## src/hdl/cpf_pkg.sv

```systemverilog
// Package for the CRC-16 packet framer: shared constants, the burst
// descriptor passed from the front stage to the byte emitter, and the CRC step.
// No dependencies.
`timescale 1ns / 1ps

package cpf_pkg;

  localparam int unsigned MAX_PAYLOAD = 1022;
  localparam int unsigned LEN_W       = 10;
  localparam int unsigned CNT_W       = 3;

  localparam logic [7:0]  START_BYTE  = 8'hAA;
  localparam logic [15:0] CRC_POLY    = 16'h1021;
  localparam logic [LEN_W-1:0] LEN_MAX = LEN_W'(MAX_PAYLOAD);

  // Item kinds on the input channel.
  localparam logic FUNC_HEADER  = 1'b0;
  localparam logic FUNC_PAYLOAD = 1'b1;

  // Byte counts of a burst before the CRC tail.
  localparam logic [CNT_W-1:0] HDR_BYTES = 3'd4;
  localparam logic [CNT_W-1:0] PAY_BYTES = 3'd1;
  localparam logic [CNT_W-1:0] CRC_BYTES = 3'd2;

  // One burst of framed bytes from a single input item.
  typedef struct packed {
    logic [3:0][7:0]  bytes;    // data bytes, index 0 sent first
    logic [CNT_W-1:0] nbytes;   // number of data bytes, 1 or 4
    logic             restart;  // first byte starts a new CRC
    logic             close;    // append CRC and end the packet
  } burst_t;

  // One byte of CRC-16/XMODEM, MSB first.
  function automatic logic [15:0] crc_add(input logic [15:0] crc, input logic [7:0] b);
    logic [15:0] c;
    c = crc ^ {b, 8'h00};
    for (int i = 0; i < 8; i++) begin
      if (c[15]) begin
        c = {c[14:0], 1'b0} ^ CRC_POLY;
      end else begin
        c = {c[14:0], 1'b0};
      end
    end
    return c;
  endfunction

endpackage

```

## src/hdl/cpf_front.sv

```systemverilog
// Front stage of the packet framer: tracks the open packet and turns each
// input beat into a registered burst descriptor. Depends on cpf_pkg.
`timescale 1ns / 1ps

module cpf_front (
  input  logic                       clk,
  input  logic                       rst_n,
  input  logic                       in_valid,
  output logic                       in_ready,
  input  logic                       in_func,
  input  logic [7:0]                 in_packet_id,
  input  logic                       in_write_flag,
  input  logic [cpf_pkg::LEN_W-1:0]  in_pkt_len,
  input  logic [7:0]                 in_data_byte,
  output logic                       d_valid,
  input  logic                       d_ready,
  output cpf_pkg::burst_t            d_burst
);

  logic                      d_valid_r, d_valid_nxt;
  cpf_pkg::burst_t           d_burst_r, d_burst_nxt;
  logic [cpf_pkg::LEN_W-1:0] bytes_left_r, bytes_left_nxt;
  logic                      packet_open_r, packet_open_nxt;

  logic                      accept;
  logic [cpf_pkg::LEN_W-1:0] len_sat;
  logic [cpf_pkg::LEN_W-1:0] len_p1;
  logic [15:0]               flags;
  logic [cpf_pkg::LEN_W-1:0] left_dec;

  assign in_ready = !d_valid_r || d_ready;
  assign accept   = in_valid && in_ready;

  always_comb begin
    len_sat = (in_pkt_len > cpf_pkg::LEN_MAX) ? cpf_pkg::LEN_MAX : in_pkt_len;
    len_p1  = len_sat + 1'b1;
    flags   = {len_p1, 5'b00000, in_write_flag};
    left_dec = bytes_left_r - 1'b1;

    d_valid_nxt     = d_valid_r && !d_ready;
    d_burst_nxt     = d_burst_r;
    bytes_left_nxt  = bytes_left_r;
    packet_open_nxt = packet_open_r;

    if (accept) begin
      if (in_func == cpf_pkg::FUNC_HEADER) begin
        d_valid_nxt             = 1'b1;
        d_burst_nxt.bytes[0]    = cpf_pkg::START_BYTE;
        d_burst_nxt.bytes[1]    = flags[7:0];
        d_burst_nxt.bytes[2]    = flags[15:8];
        d_burst_nxt.bytes[3]    = in_packet_id;
        d_burst_nxt.nbytes      = cpf_pkg::HDR_BYTES;
        d_burst_nxt.restart     = 1'b1;
        d_burst_nxt.close       = (len_sat == '0);
        bytes_left_nxt          = len_sat;
        packet_open_nxt         = (len_sat != '0);
      end else if (packet_open_r && bytes_left_r != '0) begin
        d_valid_nxt             = 1'b1;
        d_burst_nxt.bytes       = {24'h000000, in_data_byte};
        d_burst_nxt.nbytes      = cpf_pkg::PAY_BYTES;
        d_burst_nxt.restart     = 1'b0;
        d_burst_nxt.close       = (left_dec == '0);
        bytes_left_nxt          = left_dec;
        packet_open_nxt         = (left_dec != '0);
      end else begin
        // Payload with no packet open is dropped.
        d_valid_nxt = 1'b0;
      end
    end
  end

  always_ff @(posedge clk) begin
    if (!rst_n) begin
      d_valid_r     <= 1'b0;
      bytes_left_r  <= '0;
      packet_open_r <= 1'b0;
    end else begin
      d_valid_r     <= d_valid_nxt;
      bytes_left_r  <= bytes_left_nxt;
      packet_open_r <= packet_open_nxt;
    end
  end

  always_ff @(posedge clk) begin
    d_burst_r <= d_burst_nxt;
  end

  assign d_valid = d_valid_r;
  assign d_burst = d_burst_r;

  a_closed_empty: assert property (@(posedge clk) disable iff (!rst_n)
    !packet_open_r |-> bytes_left_r == '0)
    else $error("closed packet still counts payload bytes");

  a_header_emits: assert property (@(posedge clk) disable iff (!rst_n)
    accept && in_func == cpf_pkg::FUNC_HEADER |=> d_valid_r && d_burst_r.restart)
    else $error("header beat produced no burst");

  a_open_has_bytes: assert property (@(posedge clk) disable iff (!rst_n)
    packet_open_r |-> bytes_left_r != '0)
    else $error("open packet with nothing left");

endmodule

```

## src/hdl/cpf_emit.sv

```systemverilog
// Byte emitter of the packet framer: sends a burst one byte per beat, keeps
// the running CRC over sent bytes and appends the CRC tail. Depends on cpf_pkg.
`timescale 1ns / 1ps

module cpf_emit (
  input  logic            clk,
  input  logic            rst_n,
  input  logic            d_valid,
  output logic            d_ready,
  input  cpf_pkg::burst_t d_burst,
  output logic            out_valid,
  input  logic            out_ready,
  output logic [7:0]      out_byte,
  output logic            out_last
);

  logic                       busy_r, busy_nxt;
  logic [cpf_pkg::CNT_W-1:0]  idx_r, idx_nxt;
  logic [15:0]                crc_r, crc_nxt;
  cpf_pkg::burst_t            burst_r, burst_nxt;

  logic [cpf_pkg::CNT_W-1:0]  total;
  logic                       at_end;
  logic                       out_fire;
  logic                       is_data;
  logic [15:0]                crc_base;

  always_comb begin
    total    = burst_r.nbytes + (burst_r.close ? cpf_pkg::CRC_BYTES : 3'd0);
    at_end   = (idx_r == total - 1'b1);
    out_fire = busy_r && out_ready;
    is_data  = (idx_r < burst_r.nbytes);
    d_ready  = !busy_r || (out_ready && at_end);

    if (is_data) begin
      out_byte = burst_r.bytes[idx_r[1:0]];
    end else if (idx_r == burst_r.nbytes) begin
      out_byte = crc_r[7:0];
    end else begin
      out_byte = crc_r[15:8];
    end
    out_last  = busy_r && burst_r.close && at_end;
    out_valid = busy_r;

    crc_base  = (burst_r.restart && idx_r == '0) ? 16'h0000 : crc_r;

    busy_nxt  = busy_r;
    idx_nxt   = idx_r;
    crc_nxt   = crc_r;
    burst_nxt = burst_r;

    if (out_fire) begin
      if (is_data) begin
        crc_nxt = cpf_pkg::crc_add(crc_base, out_byte);
      end else if (at_end) begin
        crc_nxt = 16'h0000;
      end
      if (at_end) begin
        busy_nxt = 1'b0;
        idx_nxt  = '0;
      end else begin
        idx_nxt = idx_r + 1'b1;
      end
    end

    if (d_valid && d_ready) begin
      busy_nxt  = 1'b1;
      idx_nxt   = '0;
      burst_nxt = d_burst;
    end
  end

  always_ff @(posedge clk) begin
    if (!rst_n) begin
      busy_r <= 1'b0;
      idx_r  <= '0;
      crc_r  <= 16'h0000;
    end else begin
      busy_r <= busy_nxt;
      idx_r  <= idx_nxt;
      crc_r  <= crc_nxt;
    end
  end

  always_ff @(posedge clk) begin
    burst_r <= burst_nxt;
  end

  a_last_rewinds: assert property (@(posedge clk) disable iff (!rst_n)
    out_valid && out_ready && out_last |=> idx_r == '0)
    else $error("burst index not rewound after last byte");

  a_burst_size: assert property (@(posedge clk) disable iff (!rst_n)
    busy_r |-> (burst_r.nbytes == cpf_pkg::PAY_BYTES || burst_r.nbytes == cpf_pkg::HDR_BYTES))
    else $error("burst with bad byte count");

  a_idx_range: assert property (@(posedge clk) disable iff (!rst_n)
    busy_r |-> idx_r < total)
    else $error("burst index past end of burst");

endmodule

```

## src/hdl/crc16_packet_framer.sv

```systemverilog
// Top level of the CRC-16 packet framer: front stage plus byte emitter.
// Depends on cpf_pkg, cpf_front and cpf_emit.
`timescale 1ns / 1ps

// The framer takes header and payload beats and sends the framed packet one
// byte per output beat. A header beat yields four bytes (start byte 0xAA, the
// flags word low byte first, the packet id), plus the two CRC bytes when its
// length is zero; a payload beat yields its byte, plus the two CRC bytes when
// it is the final one. The output port moves one byte per cycle while out_ready
// is high, and the input is stalled while a burst drains. The first byte of an
// accepted beat passes the registered front stage and then the emitter's burst
// register before it is offered at the output. Payload beats that arrive with
// no packet open are dropped without output, and a header arriving mid-packet
// abandons the old packet without a CRC. Lengths above 1022 are clamped to
// 1022.
module crc16_packet_framer (
  input  logic                       clk,
  input  logic                       rst_n,
  input  logic                       in_valid,
  output logic                       in_ready,
  input  logic                       in_func,
  input  logic [7:0]                 in_packet_id,
  input  logic                       in_write_flag,
  input  logic [cpf_pkg::LEN_W-1:0]  in_pkt_len,
  input  logic [7:0]                 in_data_byte,
  output logic                       out_valid,
  input  logic                       out_ready,
  output logic [7:0]                 out_byte,
  output logic                       out_last
);

  // Burst descriptor handshake between the two stages.
  logic            d_valid;
  logic            d_ready;
  cpf_pkg::burst_t d_burst;

  // The front stage owns the packet state and registers one descriptor.
  cpf_front u_front (
    .clk            (clk),
    .rst_n          (rst_n),
    .in_valid       (in_valid),
    .in_ready       (in_ready),
    .in_func        (in_func),
    .in_packet_id   (in_packet_id),
    .in_write_flag  (in_write_flag),
    .in_pkt_len     (in_pkt_len),
    .in_data_byte   (in_data_byte),
    .d_valid        (d_valid),
    .d_ready        (d_ready),
    .d_burst        (d_burst)
  );

  // The emitter takes a new descriptor on the cycle its last byte leaves,
  // so payload beats that do not close the packet stream at one per cycle while out_ready stays high.
  cpf_emit u_emit (
    .clk       (clk),
    .rst_n     (rst_n),
    .d_valid   (d_valid),
    .d_ready   (d_ready),
    .d_burst   (d_burst),
    .out_valid (out_valid),
    .out_ready (out_ready),
    .out_byte  (out_byte),
    .out_last  (out_last)
  );

endmodule

```

## config.mk

```make
export PLATFORM = sky130hd
export DESIGN_NAME = crc16_packet_framer
export DESIGN_NICKNAME = d
export VERILOG_FILES = /design/src/hdl/cpf_pkg.sv /design/src/hdl/cpf_front.sv /design/src/hdl/cpf_emit.sv /design/src/hdl/crc16_packet_framer.sv
export SDC_FILE = /design/constraint.sdc
export NUM_CORES = 1
export LEC_CHECK = 0
export BUFFER_PORTS_ARGS = -buffer_cell sky130_fd_sc_hd__buf_2
export CORE_ASPECT_RATIO = 0.8
export CORE_UTILIZATION = 60
export CTS_BUF_LIST = sky130_fd_sc_hd__clkbuf_4
export DETAILED_ROUTE_END_ITERATION = 16
export PLACE_DENSITY_LB_ADDON = 0.08
export SYNTH_ARGS = -nofsm -noshare
export SYNTH_HDL_FRONTEND = slang
export SYNTH_SLANG_ARGS = --single-unit
```

## constraint.sdc

```tcl
create_clock -name clk -period 5.8 [get_ports clk]
set_input_delay 1.16 -clock clk [delete_from_list [all_inputs] [get_ports clk]]
set_output_delay 1.16 -clock clk [all_outputs]
set_load 0.02 [all_outputs]
```

* Yosys cells after proc, flatten, opt, wreduce, memory -nomap -nowiden
Index checks and enable logic that the tools add are counted.
** Word-level totals
- Flip-flop bits (word level) :: 94
- Output and inout bits :: 11
- Bits of input ports :: 32
- Memories :: 0
- Bits in writable memories :: 0
- Latch bits :: 0
- Bits in read-only memories :: 0
** Operators by class
- Divide/modulo/power cells :: 0
- Shift-type cells :: 0
- $mul :: 0
- Reductions and logical operators :: 27
- $lt $le $gt $ge :: 3
- Bitwise gates (word level) :: 10
- Add/subtract/negate cells :: 5
- Equal/unequal tests :: 3
- Muxes and demuxes :: 44
** Operators with widths (number)
- 16-bit two-way mux :: 17
- 13-bit two-way mux :: 8
- 37-bit two-way mux :: 2
- 10-bit two-way mux :: 3
- 10-bit nonzero test :: 3
- 8-bit two-way mux :: 3
- 3-bit NOT :: 8
- 10-bit logical NOT :: 2
- 8-bit binary-select mux with 2-bit select :: 1
- 16-bit XOR :: 1
- 10-bit by 1-bit adder with 10-bit output, second input constant :: 1
- 10-bit > comparator, second input constant :: 1
- 10-bit by 1-bit subtractor with 10-bit output, second input constant :: 1
- 1-bit logical AND :: 9
- 1-bit two-way mux :: 8
- 3-bit equality test :: 2
- 2-bit AND reduction :: 3
- 2-bit nonzero test :: 3
- 3-bit by 1-bit adder with 3-bit output, second input constant :: 1
- 3-bit adder :: 1
- 1-bit logical NOT :: 3
- 3-bit logical NOT :: 1
- 2-bit by 3-bit less-than comparator with 1-bit output, second input constant :: 1
- 3-bit less-than comparator :: 1
- other kinds (7) :: 8

* Longest topological paths before layout
Gate-level depths: netlist (run 1).
- Word-level depth :: 35
- Mapped depth :: 12
- Gate-level depth less buffers :: 10

* Modules after synthesis
From an unflattened synthesis (run 1), not the netlist that was laid out.
** Second synthesis, totals
- Cell total of the unflattened synthesis :: 498
- Area, all modules :: 5297.6 um2
** Modules (own cells, without submodules)
- cpf_emit :: cells an instance 266, times used 1, sequential area each 1511.4 um2, area an instance 3029.2 um2
- cpf_front :: cells an instance 232, times used 1, sequential area each 1141.1 um2, area an instance 2268.4 um2

* Worst setup path before layout (run 1)
Ideal clock, no wire load.
- Path kind :: reg-to-reg
- From :: reg u_emit.idx_r[0] in the netlist's numbering
- To :: reg u_emit.idx_r[0] in the netlist's numbering
- Data arrival time :: 4.023 ns
- Path slack :: 1.659 ns
- Clock period less this slack :: 4.141 ns
- Cell stages (with the launch flop) :: 9
- Setup time :: 0.117 ns
- Required time :: 5.683 ns
- Path through :: dfxtp_1 buf_6 inv_1 ha_1 nor3_4 nand2_1 a21boi_0 nand2b_1 nor2_1
** Between the ends
- Word-level cells in the longest chain between the ends :: 5
- Elaborated cells between the ends (all ways) :: 7
** RTL lines
- start, declared :: line cpf_emit.sv:18 : logic [cpf_pkg::CNT_W-1:0] idx_r, idx_nxt;
- start signal, assigned :: line cpf_emit.sv:80 : idx_r <= idx_nxt;
- parallel branches: the longest is 5 deep, another holds 3-bit by 1-bit adder with 3-bit output
Parallel ways; which one is timed is not known.
A chain may end at the register's enable or synchronous reset.

* Worst setup path in the final report (run 1)
- From :: reg u_emit.idx_r[0] in the netlist's numbering
- To :: out out_byte[2]
** Between the ends
- Word-level cells in the longest chain between the ends :: 3
- Elaborated cells between the ends (all ways) :: 6
** RTL lines
- 8-bit binary-select mux with 2-bit select or 3-bit equality test (tied branches) :: line cpf_emit.sv:36, cpf_emit.sv:37
- 8-bit two-way mux, on equally long branches :: line cpf_emit.sv:36, cpf_emit.sv:37
- 8-bit two-way mux (*) :: line cpf_emit.sv:35 : if (is_data) begin
- end, declared :: line crc16_packet_framer.sv:28 : output logic [7:0] out_byte,
Mark *: on every way between the ends. The rest lies on a longest branch, timed or not. The select of a mux whose other input is x is not followed.

==> summary.md, run 1 <==
| Metric | Value |
|---|---|
| Status | `finished clean` |
| PwrDens | `260 mW/mm^2` |
| GRT busiest layer | `met2` |
| Placed cells | `between 500 and 600` |
| Total Routed Length | `roughly 9000 um` |
| Grt total ovfl | `0` |
| Area leader, netlist | `edfxtp_1` |
| Post-route setup slack | `1.50 ns` |
| Peak Freq | `~0.23 GHz` |
| Cts hold-fix bufs | `0` |
| Synth Instances | `approximately 430` |
| GP Congestion | `0.819` |
| Final hold vios | `0` |
| # H-tree levels | `3` |
| # fillers | `595` |
| Worst endpoint required time | `4.64 ns` |
| Final core occ | `0.683` |
| CP most frequent cell | `mux2i_1` |
| Critical path cell sequence | `inv_1 -> ha_1 -> nand3b_1 -> mux2i_1 -> mux2i_1 -> buf_2` |
| Top post-synthesis cells by area | `edfxtp_1, dfxtp_1, mux2i_1, nand2_1, xor2_1` |
| Area of the multi-input gates | `around 0.0021 mm^2` |
| CP max stage cell | `dfxtp_1` |
| Commonest non-fill, non-tap cell in the layout | `edfxtp_1` |
| P_leak | `approximately 1.9 nW` |
| #FFs+latches synth | `92` |
| Clock buffer depth | `2` |
| Via density | `about 5.6` |
| Final period util | `0.741` |
| Vias post-DR | `between 3,000 and 4,000` |
| Slew Viols, Final | `0` |
| Mapped Nets | `around 470` |
| Sink Count | `roughly 90` |
| Residual DRC count | `0` |
| GR Util met3 | `0.0570` |
| Max transition margin | `0.378` |
| Row count | `28` |
| Peak supply drop | `between 100 and 150 uV` |
| CTS tree | `yes` |
| Post-synthesis sequential area ratio | `0.516` |
| Final Instance Count excl. Fillers | `approximately 580` |
| Kind of critical path | `register to output pin` |
| Crit. End Element | `output pin` |
| Post-synth EDFFs | `60` |
| First-pass GRT wire length | `between 10,000 and 15,000 um` |
| RSZ-0062 raised after global routing | `false` |
| Layout Nets | `about 510` |
| Crit path DAT | `approximately 3.1 ns` |
| Die H | `slightly above 80 um` |
| Ys async rst share | `0` |
| Largest net degree at the start of global routing | `between 40 and 50` |
| Met1 global-route usage | `0.315` |
| Final Skew | `~0.018 ns` |
| Tightest Pin Transition | `0.930 ns` |
| Synthesis-to-finish area growth | `8.33%` |
| Vias in the first global route | `between 3,000 and 4,000` |
| CTS clk-pin slew, worst paths | `~0.14 ns` |
| CP Launch Type | `register` |
| Initial antenna violation count | `0` |
| HPWL Detailed | `roughly 6300 um` |
| ANT cells | `0` |
| Post-CTS setup repair buffer count | `0` |
| WL/cell | `~16 um` |
| Top cell type's share of synthesized area | `0.381` |
| Resized cells post-CTS | `0` |
| Fin Setup TNS | `0 ns` |
| PortBufs | `42` |
| Mapped Area | `0.00473 mm^2` |
| Worst Setup Slack post-DPL | `roughly 2.0 ns` |
| Netlist cell types | `61` |
| Period minus WS final | `approximately 4.3 ns` |
| Share of post-route cells with drive strength above 1 | `0.180` |
| DRT antenna net count | `0` |
| Synth Area per Inst | `between 10 and 15 um^2` |
| Total GRT Usage | `0.236` |
| Synth warnings | `0` |
| Die Area | `just over 0.008 mm^2` |
| Slowest stage delay, CP | `about 0.75 ns` |
| Skew-Pair Late Insertion Delay | `between 0.4 and 0.5 ns` |
| Drt pass-1 iters | `5` |
| Ports | `43` |
| CTS Root Buffer Type | `clkbuf_4` |
| Met2 Use GR | `0.394` |
| Max-cap violation count | `0` |
| Most frequent cells in the layout | `edfxtp_1, nand2_1, buf_2` |
| Hold Crit Class | `register to register` |
| Reg area | `approximately 0.0024 mm^2` |
| Max Fanout on Critical Path | `19` |
| Most common flop cell mapped by yosys | `edfxtp_1` |
| Initial Util | `0.631` |
| Core ar. | `0.00750 mm^2` |
| Total CTS buffers | `9` |
| Chip width | `approximately 100 um` |
| Setup violators final | `0` |
| Initial DRC Count | `slightly above 100` |
[cell usage after synthesis (2+ instances only)]
master     number
edfxtp_1       60
nand2_1        45
dfxtp_1        32
o21ai_0        23
nor2_1         21
nor2b_1        21
xor2_1         19
a21oi_1        18
mux2i_1        18
nor3_1         16
and2_1         14
xnor2_1        14
clkbuf_1       11
inv_1          11
a22oi_1        10
ha_1            8
o21ai_1         8
buf_2           7
nand2b_1        6
a22oi_2         5
nor4_1          4
a21boi_0        3
a31oi_1         3
and3_1          3
mux4_2          3
nand3_1         3
nand4_1         3
o2bb2ai_1       3
or3_1           3
buf_4           2
mux2_1          2
mux2i_2         2
nand3b_1        2
o22ai_1         2
or2_2           2
xnor2_2         2
[critical path: cells and delay by family, from the launching register on]
| family | cells | cell delay, ns |
|---|---|---|
| buf+inv | 2 | 0.39 |
| mux | 2 | 0.52 |
| simple gates | 1 | 0.65 |
| fa+ha+maj | 1 | 0.41 |
| flops | 1 | 0.75 |
[kinds of logic (layout without fill, tap and decap cells)]
group	count (synthesis)	in the layout	share of synthesized area
AND/OR/NAND/NOR	151	151	0.167
flip-flops	92	92	0.516
AO/OA/AOI/OAI	86	86	0.123
XOR/XNOR	36	36	0.0730
buffers and inverters	35	72	0.0328
multiplexers	26	26	0.0661
adder cells (fa/ha/maj)	8	8	0.0212
[path summary, 6_finish.rpt]
path,depth (start not counted),slack [ns],startpoint,end
worst min register to register,0,0.42,u_front.d_burst[12]$_SDFFCE_PN1P_,u_emit.burst_r[12]$_DFFE_PP_
worst max-delay path,6,1.50,u_emit.idx_r[0]$_SDFFE_PP0P_,out_byte[2]
worst max register to register,9,2.27,u_emit.idx_r[0]$_SDFFE_PP0P_,u_emit.crc_r[14]$_SDFFE_PN0P_
worst min-delay path,0,0.42,u_front.d_burst[12]$_SDFFCE_PN1P_,u_emit.burst_r[12]$_DFFE_PP_
[flip-flops by register name (all words and copies together) (netlist names)]
register / flops
u_front.d_burst: 30
u_front.d_valid: 1
u_emit.burst_r: 30
u_emit.out_valid: 1
u_front.bytes_left_r: 10
u_emit.idx_r: 3
u_front.packet_open_r: 1
u_emit.crc_r: 16
[where the power goes]
group	leakage, nW	internal, mW	switching [mW]	total, mW
sequential	0.823	0.738	0.0218	0.760
combinational	0.954	0.0881	0.128	0.216
clock	0.0788	0.138	0.220	0.358
total	1.86	0.964	0.370	1.33
[per-layer routing]
layer / wire, um / up-vias / part of all wire
li1: - / 1625 / -
met1: 4200 / 1530 / 0.47
met5: 0 / - / 0
met3: 354 / 6 / 0.039
met2: 4380 / 78 / 0.49
met4: 80 / 0 / 0.0089
[per-stage QoR]
| step | hold WS, ns | total power [mW] | cell area [um^2] |
|---|---|---|---|
| finish | 0.422 | 1.33 | 5120 |
| global route | 0.426 | 1.40 | 5120 |
| CTS | 0.417 | 1.34 | 5120 |
| detailed placement | 0.405 | 0.990 | 4980 |
| global placement | 0.400 | 0.983 | 4980 |
| floorplan | 0.400 | 0.936 | 4730 |
[area by class of cell]
class / instances / area share
flip-flops and latches: 92 / 0.477
multi-input cells: 307 / 0.417
repair buffers: 43 / 0.0425
well taps: 105 / 0.0256
clock inverters: 7 / 0.0156
clock buffers: 9 / 0.0132
inverters: 13 / 0.00952
(Power assumes the default switching activity.)
==> run 2: changes to the inputs <==
--- a/config.mk
+++ b/config.mk
@@ -7,7 +7,7 @@
 export LEC_CHECK = 0
 export BUFFER_PORTS_ARGS = -buffer_cell sky130_fd_sc_hd__buf_2
 export CORE_ASPECT_RATIO = 0.8
-export CORE_UTILIZATION = 60
+export CORE_UTILIZATION = 56
 export CTS_BUF_LIST = sky130_fd_sc_hd__clkbuf_4
 export DETAILED_ROUTE_END_ITERATION = 16
 export PLACE_DENSITY_LB_ADDON = 0.08
==> constraint.sdc (replaced) <==
create_clock -name clk -period 3.7 [get_ports clk]
set_input_delay 0.74 -clock clk [delete_from_list [all_inputs] [get_ports clk]]
set_output_delay 0.74 -clock clk [all_outputs]
set_load 0.02 [all_outputs]
==> summary.md, run 2 (same netlist as run 1, synthesis figures left out) <==
| Metric | Value |
|---|---|
| Max transition margin | `0.458 (was 0.378)` |
| RSZ-0062 raised after global routing | `false (unchanged)` |
| Critical path cell sequence | `inv_1 -> ha_1 -> a21oi_4 -> mux2i_1 -> buf_2 (was inv_1 -> ha_1 -> nand3b_1 -> mux2i_1 -> mux2i_1 -> buf_2)` |
| CP max stage cell | `a21oi_4 (was dfxtp_1)` |
| Reg area | `0.00244 mm^2 (unchanged)` |
| DRT antenna net count | `0 (unchanged)` |
| Initial DRC Count | `172 (was 103)` |
| Commonest non-fill, non-tap cell in the layout | `edfxtp_1 (unchanged)` |
| CP Launch Type | `register (unchanged)` |
| Worst endpoint required time | `2.96 ns (was 4.64 ns)` |
| Cts hold-fix bufs | `0 (unchanged)` |
| CP bufs+invs | `2 (unchanged)` |
| Peak supply drop | `235 uV (was 148 uV)` |
| HPWL Detailed | `6800 um (was 6300 um)` |
| Kind of critical path | `register to output pin (unchanged)` |
| Die Area | `0.00882 mm^2 (was 0.00824 mm^2)` |
| Die H | `84.2 um (was 81.4 um)` |
| Resized cells post-CTS | `0 (unchanged)` |
| Core ar. | `0.00806 mm^2 (was 0.00750 mm^2)` |
| Chip width | `105 um (was 101 um)` |
| CTS tree | `yes (unchanged)` |
| Synthesis-to-finish area growth | `8.81% (was 8.33%)` |
| Max Fanout on Critical Path | `25 (was 19)` |
| # H-tree levels | `3 (unchanged)` |
| PwrDens | `407 mW/mm^2 (was 260 mW/mm^2)` |
| Final Skew | `0.0178 ns (was 0.0177 ns)` |
| GP Congestion | `0.876 (was 0.819)` |
| Max-cap violation count | `0 (unchanged)` |
| Slowest stage delay, CP | `0.62 ns (was 0.75 ns)` |
| Initial antenna violation count | `0 (unchanged)` |
| Ports | `43 (unchanged)` |
| Tot Pwr | `2.10 mW (was 1.33 mW)` |
| Crit. End Element | `output pin (unchanged)` |
| Hold Crit Class | `register to register (unchanged)` |
| CTS Root Buffer Type | `clkbuf_4 (unchanged)` |
| Peak Freq | `between 0.3 and 0.4 GHz` |
| ANT cells | `0 (unchanged)` |
| Final Instance Count excl. Fillers | `582 (was 576)` |
| Skew-Pair Late Insertion Delay | `0.44 ns (was 0.43 ns)` |
| Drt pass-1 iters | `5 (unchanged)` |
| Post-CTS setup repair buffer count | `0 (unchanged)` |
| Placed cells | `566 (was 560)` |
| WL/cell | `16.5 um (was 15.6 um)` |
| Via density | `5.62 (about the same)` |
| Row count | `29 (was 28)` |
| Share of post-route cells with drive strength above 1 | `0.186 (was 0.180)` |
| # fillers | `692 (was 595)` |
| Layout Nets | `509 (was 506)` |
| First-pass GRT wire length | `15,900 um (was 14,600 um)` |
| Total Routed Length | `9590 um (was 9010 um)` |
| WHS | `0.437 ns (was 0.422 ns)` |
| Largest delay share family, worst path | `compound AO/OA/AOI/OAI gates (was flip-flops)` |
| Grt total ovfl | `0 (unchanged)` |
| Area of the multi-input gates | `0.00214 mm^2 (unchanged)` |
| Final period util | `0.857` |
| Sink Count | `92 (unchanged)` |
| Fin Setup TNS | `0 ns (unchanged)` |
| Tightest Pin Transition | `0.811 ns (was 0.930 ns)` |
| Total GRT Usage | `0.238 (was 0.236)` |
| Total CTS buffers | `9 (unchanged)` |
| CTS clk-pin slew, worst paths | `0.13 ns (was 0.14 ns)` |
| Final hold vios | `0 (unchanged)` |
| Crit path DAT | `2.43 ns (was 3.14 ns)` |
| Clock buffer depth | `2 (unchanged)` |
| Largest net degree at the start of global routing | `41 (unchanged)` |
| Setup violators final | `0 (unchanged)` |
| PortBufs | `42 (unchanged)` |
| Residual DRC count | `0 (unchanged)` |
| Status | `finished clean (unchanged)` |
| Vias in the first global route | `3,114 (was 3,009)` |
| Vias post-DR | `3,269 (was 3,239)` |
| Initial Util | `0.587 (was 0.631)` |
| Slew Viols, Final | `0 (unchanged)` |
| Most frequent cells in the layout | `edfxtp_1, nand2_1, buf_2 (unchanged)` |
| P_leak | `1.87 nW (was 1.86 nW)` |
| Period minus WS final | `around 3.2 ns` |
run 2: cell types whose count changed in the layout (fill, tap and decap cells not counted), sizes merged:
cell | previous run | this run
clkinv | 3 | 2
buf | 43 | 46
clkbuf | 9 | 10
run 2: final timing paths:
check                                        start                            to  slack [ns]  cells past startpoint
setup / recovery       u_emit.burst_r[4]$_DFFE_PP_                   out_byte[2]        0.53                      5
hold / removal    u_front.d_burst[5]$_SDFFCE_PN0P_   u_emit.burst_r[5]$_DFFE_PP_        0.44                      0
setup reg to reg      u_emit.idx_r[1]$_SDFFE_PP0P_  u_emit.crc_r[7]$_SDFFE_PN0P_        0.77                      9
hold reg to reg   u_front.d_burst[5]$_SDFFCE_PN0P_   u_emit.burst_r[5]$_DFFE_PP_        0.44                      0
run 2: layer usage:
layer | vias up | GRT usage | wire (um)
met5 | - | 0 | 0
met3 | 16 | 0.0714 | 559
met2 | 74 | 0.373 | 4410
met4 | 0 | 0.0871 | 231
met1 | 1545 | 0.317 | 4390
li1 | 1634 | - | -
run 2: metrics by stage:
step | instance area [um^2] | util | worst slack [ns]
2_1_floorplan | 4730 | - | 0.370
3_3_place_gp | 5000 | 0.621 | 0.916
3_5_place_dp | 5000 | 0.621 | 0.822
4_1_cts | 5150 | 0.639 | 0.483
5_1_grt | 5150 | 0.639 | 0.362
6_report | 5150 | 0.639 | 0.528
run 2: layout make-up:
type                    instances  share of cell area
inverters                      13             0.00948
flip-flops and latches         92               0.475
clock inverters                 6              0.0134
repair buffers                 46              0.0467
well taps                     108              0.0263
clock buffers                  10              0.0146
multi-input cells             307               0.415
run 2: worst reg2reg max path: cells and delay by family, from the launching register on:
kind / cells / cell delay [ns]
buffers and inverters: 1 / 0.16
AND/OR/NAND/NOR: 2 / 0.73
flip-flops: 1 / 0.65
AO/OA/AOI/OAI: 2 / 0.22
XOR/XNOR: 3 / 0.82
adder cells (fa/ha/maj): 1 / 0.24
run 2: power breakdown:
part | internal (mW) | switching, mW
sequential | 1.16 | 0.0342
clock | 0.220 | 0.341
combinational | 0.140 | 0.204
